### src/hdl/crc16lf_pkg.sv
// ----------------------------------------------------------------------------
// crc16lf_pkg
// Shared types, constants and the CRC-16/XMODEM byte update for the
// length-framed frame checker.
// ----------------------------------------------------------------------------
package crc16lf_pkg;

  localparam int unsigned CNT_W           = 9;
  localparam int unsigned PAYLOAD_LEN_POS = 7;
  localparam int unsigned MAX_FRAME       = 256;
  localparam int unsigned META_LEN        = 10;
  localparam int unsigned COUNT_SAT       = 511;
  localparam int unsigned LEN_SAT         = 255;

  typedef logic [CNT_W-1:0] cnt_t;

  typedef struct packed {
    logic [7:0] data_byte;
    logic       last_byte;
  } in_item_t;

  typedef struct packed {
    logic        frame_valid;
    logic [15:0] received_crc;
    logic [15:0] computed_crc;
    logic [7:0]  used_length;
  } out_item_t;

  // byte-wise nibble form of poly 0x1021, no reflection
  function automatic logic [15:0] crc_byte(input logic [15:0] crc, input logic [7:0] b);
    logic [15:0] c;
    c = {crc[7:0], crc[15:8]};
    c = c ^ {8'h00, b};
    c = c ^ {12'h000, c[7:4]};
    c = c ^ {c[3:0], 12'h000};
    c = c ^ {3'b000, c[7:0], 5'b00000};
    return c;
  endfunction

endpackage

### src/hdl/crc16_length_framed_check.sv
// A request goes through the input register, then the result register, into out_*.
// Throughput: one request per cycle; one byte is taken every cycle while the
//   result register is free or being drained.
// The input register stalls only when it holds a last byte and the result is not taken.
// Reset (rst_n low, synchronous) clears all frame state and both valid flags.
// ----------------------------------------------------------------------------
// crc16_length_framed_check
// Length-framed CRC-16/XMODEM frame checker: one received byte per request,
// one result per frame on the last byte.
// ----------------------------------------------------------------------------
module crc16_length_framed_check (
  input  logic                   clk,
  input  logic                   rst_n,
  input  logic                   in_valid,
  output logic                   in_ready,
  input  crc16lf_pkg::in_item_t  in_data,
  output logic                   out_valid,
  input  logic                   out_ready,
  output crc16lf_pkg::out_item_t out_data
);

  // Input register stage
  logic                   stg_vld_r;
  crc16lf_pkg::in_item_t  stg_r;
  logic                   stg_adv;

  // Result register
  logic                   out_vld_r;
  crc16lf_pkg::out_item_t out_r;

  crc16lf_pkg::out_item_t frm_result;
  logic                   out_load;

  // A non-last byte only updates frame state, so it always advances.
  // A last byte needs room in the result register.
  assign stg_adv  = stg_vld_r && (!stg_r.last_byte || !out_vld_r || out_ready);
  assign out_load = stg_adv && stg_r.last_byte;

  // Take a new request whenever the stage is empty or moving on
  assign in_ready = !stg_vld_r || stg_adv;

  always_ff @(posedge clk) begin
    if (!rst_n) begin
      stg_vld_r <= 1'b0;
    end else if (in_ready) begin
      stg_vld_r <= in_valid;
    end
  end

  // Payload holds while the stage stalls
  always_ff @(posedge clk) begin
    if (in_valid && in_ready) begin
      stg_r <= in_data;
    end
  end

  // Frame state and result formation
  crc16lf_frame u_frame (
    .clk    (clk),
    .rst_n  (rst_n),
    .step   (stg_adv),
    .item   (stg_r),
    .result (frm_result)
  );

  // Hold the result until taken; a new one may load in the same cycle
  always_ff @(posedge clk) begin
    if (!rst_n) begin
      out_vld_r <= 1'b0;
    end else if (out_load) begin
      out_vld_r <= 1'b1;
    end else if (out_ready) begin
      out_vld_r <= 1'b0;
    end
  end

  always_ff @(posedge clk) begin
    if (out_load) begin
      out_r <= frm_result;
    end
  end

  assign out_valid = out_vld_r;
  assign out_data  = out_r;

`ifndef SYNTH
  a_load_sets_valid: assert property (@(posedge clk) disable iff (!rst_n)
    out_load |=> out_vld_r)
    else $error("result not presented after last byte");

  a_stall_reason: assert property (@(posedge clk) disable iff (!rst_n)
    !in_ready |-> (stg_vld_r && stg_r.last_byte && out_vld_r && !out_ready))
    else $error("input stalled without a blocked result");

  a_valid_len: assert property (@(posedge clk) disable iff (!rst_n)
    (out_vld_r && out_r.frame_valid) |->
      (out_r.used_length >= 8'(crc16lf_pkg::META_LEN)))
    else $error("valid frame shorter than header and CRC");

  a_valid_crc: assert property (@(posedge clk) disable iff (!rst_n)
    (out_vld_r && out_r.frame_valid) |-> (out_r.received_crc == out_r.computed_crc))
    else $error("valid frame with CRC mismatch");
`endif

endmodule

### src/hdl/crc16lf_frame.sv
// ----------------------------------------------------------------------------
// crc16lf_frame
// Per-frame state: running CRC, held bytes, byte count and length limit.
// Updates on each step (clearing on a last byte) and forms the result for a last byte.
// ----------------------------------------------------------------------------
module crc16lf_frame (
  input  logic                   clk,
  input  logic                   rst_n,
  input  logic                   step,
  input  crc16lf_pkg::in_item_t  item,
  output crc16lf_pkg::out_item_t result
);

  logic [15:0]       crc_r, crc_nxt;
  logic [7:0]        held0_r, held0_nxt;
  logic [7:0]        held1_r, held1_nxt;
  crc16lf_pkg::cnt_t cnt_r, cnt_nxt;
  crc16lf_pkg::cnt_t limit_r, limit_nxt;
  logic              known_r, known_nxt;

  logic              used;
  crc16lf_pkg::cnt_t used_len;

  always_comb begin
    used      = !known_r || (cnt_r < limit_r);
    crc_nxt   = crc_r;
    held0_nxt = held0_r;
    held1_nxt = held1_r;
    limit_nxt = limit_r;
    known_nxt = known_r;
    cnt_nxt   = cnt_r;
    if (used) begin
      if (cnt_r >= crc16lf_pkg::CNT_W'(2)) begin
        crc_nxt = crc16lf_pkg::crc_byte(crc_r, held0_r);
      end
      held0_nxt = held1_r;
      held1_nxt = item.data_byte;
    end
    if (cnt_r == crc16lf_pkg::CNT_W'(crc16lf_pkg::PAYLOAD_LEN_POS)) begin
      limit_nxt = {1'b0, item.data_byte} + crc16lf_pkg::CNT_W'(crc16lf_pkg::META_LEN);
      known_nxt = 1'b1;
    end
    if (cnt_r != crc16lf_pkg::CNT_W'(crc16lf_pkg::COUNT_SAT)) begin
      cnt_nxt = cnt_r + crc16lf_pkg::CNT_W'(1);
    end

    used_len = cnt_nxt;
    if (known_nxt && (limit_nxt < used_len)) begin
      used_len = limit_nxt;
    end
    result.received_crc = {held1_nxt, held0_nxt};
    result.computed_crc = crc_nxt;
    result.used_length  = (used_len > crc16lf_pkg::CNT_W'(crc16lf_pkg::LEN_SAT)) ?
                          8'hFF : used_len[7:0];
    result.frame_valid  = (used_len >= crc16lf_pkg::CNT_W'(crc16lf_pkg::META_LEN)) &&
                          (cnt_nxt < crc16lf_pkg::CNT_W'(crc16lf_pkg::MAX_FRAME)) &&
                          ({held1_nxt, held0_nxt} == crc_nxt);
  end

  always_ff @(posedge clk) begin
    if (!rst_n) begin
      crc_r   <= '0;
      held0_r <= '0;
      held1_r <= '0;
      cnt_r   <= '0;
      limit_r <= '0;
      known_r <= 1'b0;
    end else if (step) begin
      if (item.last_byte) begin
        crc_r   <= '0;
        held0_r <= '0;
        held1_r <= '0;
        cnt_r   <= '0;
        limit_r <= '0;
        known_r <= 1'b0;
      end else begin
        crc_r   <= crc_nxt;
        held0_r <= held0_nxt;
        held1_r <= held1_nxt;
        cnt_r   <= cnt_nxt;
        limit_r <= limit_nxt;
        known_r <= known_nxt;
      end
    end
  end

endmodule
### config.mk
export PLATFORM = sky130hd
export DESIGN_NAME = crc16_length_framed_check
export DESIGN_NICKNAME = d
export VERILOG_FILES = /design/src/hdl/crc16lf_pkg.sv /design/src/hdl/crc16_length_framed_check.sv /design/src/hdl/crc16lf_frame.sv
export SDC_FILE = /design/constraint.sdc
export NUM_CORES = 1
export LEC_CHECK = 0
export BUFFER_PORTS_ARGS = -buffer_cell sky130_fd_sc_hd__buf_2
export CORE_MARGIN = 2
export CORE_UTILIZATION = 45
export DETAILED_ROUTE_END_ITERATION = 10
export GPL_TIMING_DRIVEN = 0
export PLACE_DENSITY_LB_ADDON = 0.2
export SLEW_MARGIN = 20
export SYNTH_ARGS = -nofsm -noshare
export SYNTH_HDL_FRONTEND = slang
export SYNTH_SLANG_ARGS = --single-unit
### constraint.sdc
create_clock -name clk -period 3.86 [get_ports clk]
set_clock_uncertainty 0.2 [all_clocks]
set_input_delay 0.772 -clock clk [delete_from_list [all_inputs] [get_ports clk]]
set_output_delay 0.772 -clock clk [all_outputs]
set_load 0.02 [all_outputs]
# After elaboration in Yosys (flattened, before gate mapping)
# Cells that the tools add are included.
# op_classes
n_mux	16
multipliers	0
div_mod_pow	0
n_eq_ne	3
magnitude_cmp	6
n_addsub	2
bitwise	4
n_shift	0
reduce_logical	15
# op_table
operator	count
$mux W16	3
$mux W9	5
$mux W8	4
$lt A9 B9 Y1	2
$eq A16 B16 Y1	1
$xor A16 B13 Y16	1
$xor A16 B16 Y16	1
$xor A16 B4 Y16	1
$xor A16 B8 Y16	1
$add A8 B4 Y9 const B	1
$add A9 B1 Y9 const B	1
$eq A9 B3 Y1 const B	1
$ge A9 B2 Y1 const B	1
$ge A9 B4 Y1 const B	1
$gt A9 B8 Y1 const B	1
$lt A9 B9 Y1 const B	1
$ne A9 B9 Y1 const B	1
$logic_and A1 B1 Y1	6
$logic_not A1 Y1	4
$logic_or A1 B1 Y1	4
$mux W1	4
$reduce_bool A2 Y1	1
# totals
memories	0
rom_bits	0
out_inout_bits	43
latchBits	0
elab_cells	60
mem_bits_rw	0
regBits	103

# Longest topological paths before layout
# Gate-level depths: netlist (run 1).
# logic_depth
word_depth	8
ltp_mapped	14
mapped_depth_nobuf	14

# Hierarchy
# Synthesis (run 1) repeated with hierarchy kept, for this count alone.
# unflattened
cells_unflattened	600
area_unflattened_um2	5939.4
# by_module_without_submodules
mod	cells_each	seq_area_each_um2	n_inst	area_per_inst_um2
crc16lf_frame	538	1021.0	1	4320.4
crc16_length_framed_check	62	1541.5	1	1619.1

# Worst setup path after synthesis (run 1)
# No wires, ideal clock.
# synth_timing
path_kind	register to register
startpoint	register u_frame.cnt_r[1]
endpoint	register out_r (netlist bit out_data[4]) (data pin)
arrival_ns	2.902
n_path_buf	2
required_ns	3.379
stages_incl_launch_ff	15
slack_ns	0.477
setup_time_ns	0.281
cell_sequence	dfxtp_1 > ha_1 > nand2_1 > or3_1 > buf_2 > nand3_1 > o21ai_0 > ha_1 > a21o_1 > a21o_1 > a21oi_1 > o2111ai_4 > clkbuf_1 > nor2_1 > a31oi_1
# synth_via
elab_chain_cells	6
elab_cells_between_ends	10
cone_classes	add/sub (1); order compare (2); eq/ne (2); mux (4); reduce/logical (1)
# synth_rtl
item	line	text
from (decl)	crc16lf_frame.sv:17	crc16lf_pkg::cnt_t cnt_r, cnt_nxt;
from (signal assigned)	crc16lf_frame.sv:80	cnt_r <= cnt_nxt;
$add A9 B1 Y9, or another cell as far along	crc16lf_frame.sv:44	cnt_nxt = cnt_r + crc16lf_pkg::CNT_W'(1);
$mux W9 (on tied branches)	crc16lf_frame.sv:43, crc16lf_frame.sv:39	
$lt A9 B9 Y1	crc16lf_frame.sv:48	if (known_nxt && (limit_nxt < used_len)) begin
$logic_and A1 B1 Y1	crc16lf_frame.sv:48	
$mux W9 (*)	crc16lf_frame.sv:48	
$gt A9 B8 Y1	crc16lf_frame.sv:53	result.used_length = (used_len > crc16lf_pkg::CNT_W'(crc16lf_pkg::LEN_SAT)) ?
to (signal assigned)	crc16_length_framed_check.sv:79	out_r <= frm_result;
to (decl)	crc16_length_framed_check.sv:29	crc16lf_pkg::out_item_t out_r;
# Every way passes the cells marked *; elsewhere a longest branch is shown, timed or not.
# A chain may end at the register's enable or synchronous reset.

==> results of run 1 <==
-- registers in the layout, summed over array words and instances (netlist names) --
signal / flops
u_frame.held0_r: 8
u_frame.limit_r: 9
out_data: 41
u_frame.cnt_r: 9
u_frame.known_r: 1
stg_vld_r: 1
u_frame.crc_r: 16
u_frame.held1_r: 8
stg_r: 9
out_valid: 1
-- power groups by stage --
stage	registers (mW)	logic, mW	clock network (mW)
detailed placement	1.21	0.142	0
floorplan	1.21	0.0833	0
global placement	1.21	0.140	0
finish	1.18	0.145	0.907
CTS	1.18	0.144	0.917
global route	1.19	0.158	0.959
-- cell families (layout without fill, tap and decap cells) --
group | after synthesis | in the layout | synth area share, %
xor gates and xnor gates | 46 | 46 | 8.04
DFF | 103 | 103 | 44.8
AOI/OAI and AO/OA | 157 | 157 | 18.1
muxes | 17 | 17 | 3.26
adders and majority gates | 19 | 19 | 4.15
and+or+nand+nor | 188 | 188 | 17.4
buffers and inverters | 60 | 133 | 4.26
-- critical path, stage by stage, from the launching register on --
cell,delay [ns]
dfxtp_2,0.44
ha_4,0.21
nand2_1,0.08
or3_1,0.36
buf_2,0.19
o21ai_0,0.66
ha_1,0.37
nand4_1,0.10
a211o_1,0.14
o2111ai_4,0.22
nand4_1,0.20
o221ai_2,0.11
nor4_2,0.29
-- per-layer routing --
layer / part of all wire [%] / GRT usage [%] / wire length (µm) / vias up
met2: 43 / 35.3 / 6970 / 190
met1: 48 / 36.4 / 7790 / 2308
met5: 0 / 0 / 0 / -
li1: - / - / - / 2283
met3: 6.7 / 4.07 / 1080 / 22
met4: 1.7 / 7.53 / 280 / 0
-- final cells by class --
type | count | area (µm²) | area share [%]
Inverter | 27 | 101 | 1.54
Tap cell | 172 | 215 | 3.27
Clock inverter | 3 | 23.8 | 0.362
Timing Repair Buffer | 57 | 303 | 4.61
Sequential cell | 103 | 2570 | 39.0
Clock buffer | 13 | 272 | 4.13
Multi-Input combinational cell | 427 | 2950 | 44.9
Buffer | 33 | 144 | 2.19
-- path summary, 6_finish.rpt --
| kind | startpoint | end | slack [ns] | cells after the start |
|---|---|---|---|---|
| max reg2reg | u_frame.cnt_r[0] | out_data[40] | 0.09 | 12 |
| min reg2reg | stg_vld_r | stg_vld_r | 0.35 | 2 |
| max | u_frame.cnt_r[0] | out_data[40] | 0.09 | 12 |
| min | stg_vld_r | stg_vld_r | 0.35 | 2 |
-- timing repair --
item / CTS / global route
resized for setup: 8 / 7
buffers inserted: 0 / 1
pin swaps: 0 / 1
setup endpoints to repair: 9 / 9
cloned: 0 / 0
-- cells in the final DEF, fill, tap and decap left out, drive strengths merged, types with 4 or more instances in the layout --
cell    Yosys  layout
buf        12      69
dfxtp      53      53
nand2      50      50
edfxtp     50      50
o21ai      46      46
nor2b      43      43
a22oi      42      42
clkbuf     21      34
xnor2      32      32
inv        27      28
nor2       27      27
a21oi      22      22
ha         19      19
nand3      14      14
mux2       13      13
nor3       12      12
a31oi      11      11
xor2       11      11
and2       10      10
nand4       8       8
nand2b      7       7
o22ai       6       6
nor4        6       6
a21o        5       5
a211oi      4       4
mux2i       4       4
-- through the flow --
stage	hold WS [ns]	setup slack, ns	util, %
after CTS	0.359	0.0263	52.2
final	0.354	0.0902	52.5
after detailed placement	0.332	-0.313	49.8
after global routing	0.380	0.0203	52.5
after floorplan	0.300	0.477	-
after global placement	0.320	-0.326	49.7
==> impl_metrics.json, run 1 <==
{
  "ys.flop_type": "dfxtp_1",
  "grt-ovfl-total": 0,
  "drtPass1Iterations": 5,
  "root_buffer": "clkbuf_16",
  "drv_slew": 0,
  "ios": 56,
  "cts_made_buffers": 9,
  "pwr-share-seq_pct": 53.0,
  "yosysTopAreaCellShare_pct": 26.2,
  "fp-row-count": 41,
  "swShare_pct": 23.4,
  "synth-async-reset-ratio_pct": 0,
  "ant_nets": 0,
  "peakVddDrop_uv": 246,
  "power_density_mw_per_mm2": 340,
  "finalNetCount": 690,
  "ys_seq_area_share_pct": 44.8,
  "via_per_inst": 5.75,
  "grt_pass1_vias": 4274,
  "num_vias": 4803,
  "syn_area_mm2": 0.00572,
  "place_area_mm2": 0.00623,
  "drive_above_1_share_pct": 17.2,
  "yosysMostFrequentCell": "dfxtp_1",
  "setup_violations": 0,
  "leakage_nw": 2.37,
  "cts_sinks": 103,
  "grt_use_total_pct": 24.1,
  "synth_cell_type_count": 60,
  "syn_avg_cell_area_um2": 9.70,
  "slew_headroom_pct": 39.7,
  "synthesis.nets": 622,
  "required_ns": 3.81,
  "die_x_um": 117,
  "cap_violations": 0,
  "min_path_type": "reg -> reg",
  "wl_per_cell_um": 19.3,
  "clk_pin_slew_ns": 0.07,
  "ctsHtreeMaxLevel": 3,
  "dp.final_hpwl_mm": 12.0,
  "worstPathArrival_ns": 3.72,
  "dpl.cell_count": 818,
  "status": "finished clean",
  "ctsHoldBuffers": 0,
  "grt_max_degree": 29,
  "drt_iter0_markers": 443,
  "rsz0062_at_grt": "false",
  "layout_min_cycle_time_ns": 3.77,
  "place.gp.congestion": 0.904,
  "crit_path_end_kind": "flip-flop",
  "grt_pass1_wl_mm": 24.5,
  "postLayoutCellArea_mm2": 0.00657,
  "die-area_mm2": 0.0136,
  "instances_no_fill": 835,
  "timing.final.crit_share_pct": 97.7,
  "worstSetupPathType": "reg -> reg",
  "syn-instance-count": 590,
  "crit_path_max_fanout": 9,
  "core_area_mm2": 0.0125,
  "initial_core_util_pct": 45.7,
  "die_y_um": 117,
  "p_switching_mw": 0.523,
  "ys_warn_count": 0,
  "hold_viol": 0,
  "p_comb_share_pct": 6.5,
  "grt_antenna_before_repair": 0,
  "worstSkewPairLatency_ns": 0.35,
  "ys_ff_latch": 103,
  "syn_to_final_growth_pct": 14.8,
  "fin_setup_tns_ns": 0,
  "cts_tree": "yes",
  "port_buffers": 55,
  "p_total_mw": 2.24,
  "clock_path_buffers": 2,
  "fill_cells": 1191,
  "clock_power_share_pct": 40.6,
  "clock.fmax_mhz": 265,
  "yosys-top-cells-count": "dfxtp_1 (53), edfxtp_1 (50), nand2_1 (50)",
  "post-route-drc-count": 0,
  "routed_wl_mm": 16.1,
  "synth_edf_count": 50,
  "tightestPinTransition_ns": 0.900,
  "p_int_mw": 1.71,
  "synth_top_area_cell": "edfxtp_1",
  "diodes": 0,
  "synth_area_leaders": "edfxtp_1 (26%), dfxtp_1 (19%), a22oi_1 (5.5%), xnor2_1 (4.7%), nor2b_1 (4.7%)",
  "start_kind": "flip-flop"
}
No activity file was read; power rests on OpenSTA's default activity.
==> run 2, diff against run 1 <==
--- a/config.mk
+++ b/config.mk
@@ -11,6 +11,7 @@
 export DETAILED_ROUTE_END_ITERATION = 10
 export GPL_TIMING_DRIVEN = 0
 export PLACE_DENSITY_LB_ADDON = 0.2
+export RECOVER_POWER = 50
 export SLEW_MARGIN = 20
 export SYNTH_ARGS = -nofsm -noshare
 export SYNTH_HDL_FRONTEND = slang
==> run 2 against run 1 <==
The run now ends with max-capacitance violations, max-slew violations left. Critical path depth unchanged. Global-route usage did not move. Non-clock buffer count stayed put. Sequential power about the same. Combinational power down 3%. Die area is the same. Via count decreased by 1.4%. Worst setup slack better by 0.036 ns. Highest routed layer unchanged.
==> impl_metrics.json, run 2 (synthesized netlist as in run 1, its figures left out) <==
{
  "hold_viol": 0,
  "multiInputGateArea_mm2": 0.00295,
  "place.gp.congestion": 0.904,
  "finalNetCount": 690,
  "reg2regPathDepth": 12,
  "drv_slew": 29,
  "critical_path.cell_chain": "ha_4 > nand2_1 > or3_1 > buf_2 > o21ai_0 > ha_1 > nand4_1 > a211o_1 > o2111ai_4 > nand4_1 > o221ai_2 > nor4_2",
  "start_kind": "flip-flop",
  "min_path_type": "reg -> reg",
  "drtPass1Iterations": 5,
  "worstPathArrival_ns": 3.69,
  "root_buffer": "clkbuf_16",
  "dp.final_hpwl_mm": 12.0,
  "worstSetupPathType": "reg -> reg",
  "path_depth": 12,
  "initial_core_util_pct": 45.7,
  "dp_slack_ns": -0.313,
  "critPathTopFamily": "compound AO/OA/AOI/OAI gates",
  "ant_nets": 0,
  "die_x_um": 117,
  "grt_use_total_pct": 24.1,
  "grt_antenna_before_repair": 0,
  "path_buf_inv": 1,
  "dpl.cell_count": 818,
  "timing.final.crit_share_pct": 96.7,
  "ctsHoldBuffers": 0,
  "diodes": 0,
  "via_per_inst": 5.67,
  "grt_pass1_vias": 4274,
  "layout_min_cycle_time_ns": 3.73,
  "setup_violations": 0,
  "required_ns": 3.81,
  "largest_reg_flops": 41,
  "crit_path_max_fanout": 9,
  "syn_to_final_growth_pct": 13.6,
  "die-area_mm2": 0.0136,
  "drive_above_1_share_pct": 10.6,
  "slowest_delay_ns": 0.63,
  "post-route-drc-count": 0,
  "routed_wl_mm": 16.1,
  "slew_headroom_pct": -2.81,
  "critical_path.slowest_cell": "o21ai_0",
  "tightestPinTransition_ns": 1.54,
  "core_area_mm2": 0.0125,
  "power_density_mw_per_mm2": 343,
  "cts_sinks": 103,
  "grt-ovfl-total": 0,
  "die_y_um": 117,
  "grt_max_degree": 29,
  "layout_common_cells": "clkbuf_1 (65), nand2_1 (50), edfxtp_1 (50), dfxtp_1 (50), nor2b_1 (43)",
  "cap_violations": 1,
  "crit_path_end_kind": "flip-flop",
  "ios": 56,
  "ctsHtreeMaxLevel": 3,
  "cts_made_buffers": 9,
  "peakVddDrop_uv": 247,
  "p_total_mw": 2.23,
  "seqCellArea_mm2": 0.00257,
  "cts_tree": "yes",
  "holdPathStages": 2,
  "num_vias": 4736,
  "worst_path_most_repeated_cell": "nand4_1",
  "clk_pin_slew_ns": 0.07,
  "instances_no_fill": 835,
  "fp-row-count": 41,
  "clock_path_buffers": 2,
  "violations": "max-capacitance violations, max-slew violations",
  "mostFrequentLayoutCell": "clkbuf_1",
  "leakage_nw": 2.23,
  "fill_cells": 1207,
  "port_buffers": 55,
  "drt_iter0_markers": 398,
  "wl_per_cell_um": 19.3,
  "status": "finished, violations left",
  "clock.fmax_mhz": 268,
  "worstSkewPairLatency_ns": 0.35,
  "rsz0062_at_grt": "false",
  "fin_ws_ns": 0.126,
  "grt_pass1_wl_mm": 24.5
}
## run 2: path summary, 6_finish.rpt
kind                          from            to  slack, ns
hold reg to reg          stg_vld_r     stg_vld_r       0.35
hold / removal           stg_vld_r     stg_vld_r       0.35
setup / recovery  u_frame.cnt_r[0]  out_data[40]       0.13
setup reg to reg  u_frame.cnt_r[0]  out_data[40]       0.13
## run 2: report_power, final
part / switching [mW] / internal, mW / leakage [nW]
Clock: 0.406 / 0.498 / 0.138
Sequential: 0.0218 / 1.16 / 0.915
Combinational: 0.0923 / 0.0481 / 1.18
## run 2: what timing repair did
item	in CTS	in global routing
endpoints found under the setup margin	9	9
resized for setup	8	7
pin swaps	0	1
setup buffers	0	1
## run 2: routing by layer
metal	up-vias	global-route usage, %	routed length, µm
li1	2284	-	-
met1	2283	36.4	7960
met2	149	35.3	6910
met3	20	4.07	978
met4	0	7.53	275
met5	-	0	0
## run 2: tightest hold or removal path: stages (launching register included)
cell	delay, ns
dfxtp_1	0.35
nand3_1	0.09
a21boi_0	0.07
## run 2: cell type report
type	count	share of cell area [%]
repair buffers	57	3.60
inverters	27	1.56
multi-input cells	427	45.3
well taps	172	3.31
clock inverters	3	0.365
plain buffers	33	2.21
clock buffers	13	4.17
flip-flops and latches	103	39.4
## run 2: stage by stage
step | TNS, ns | util (%) | hold slack [ns] | instance area [µm²]
2_1_floorplan | 0 | - | 0.300 | 5720
3_3_place_gp | -1.94 | 49.7 | 0.320 | 6210
3_5_place_dp | -1.87 | 49.8 | 0.332 | 6230
4_1_cts | 0 | 52.2 | 0.359 | 6540
5_1_grt | 0 | 52.0 | 0.380 | 6500
6_report | 0 | 52.0 | 0.355 | 6500
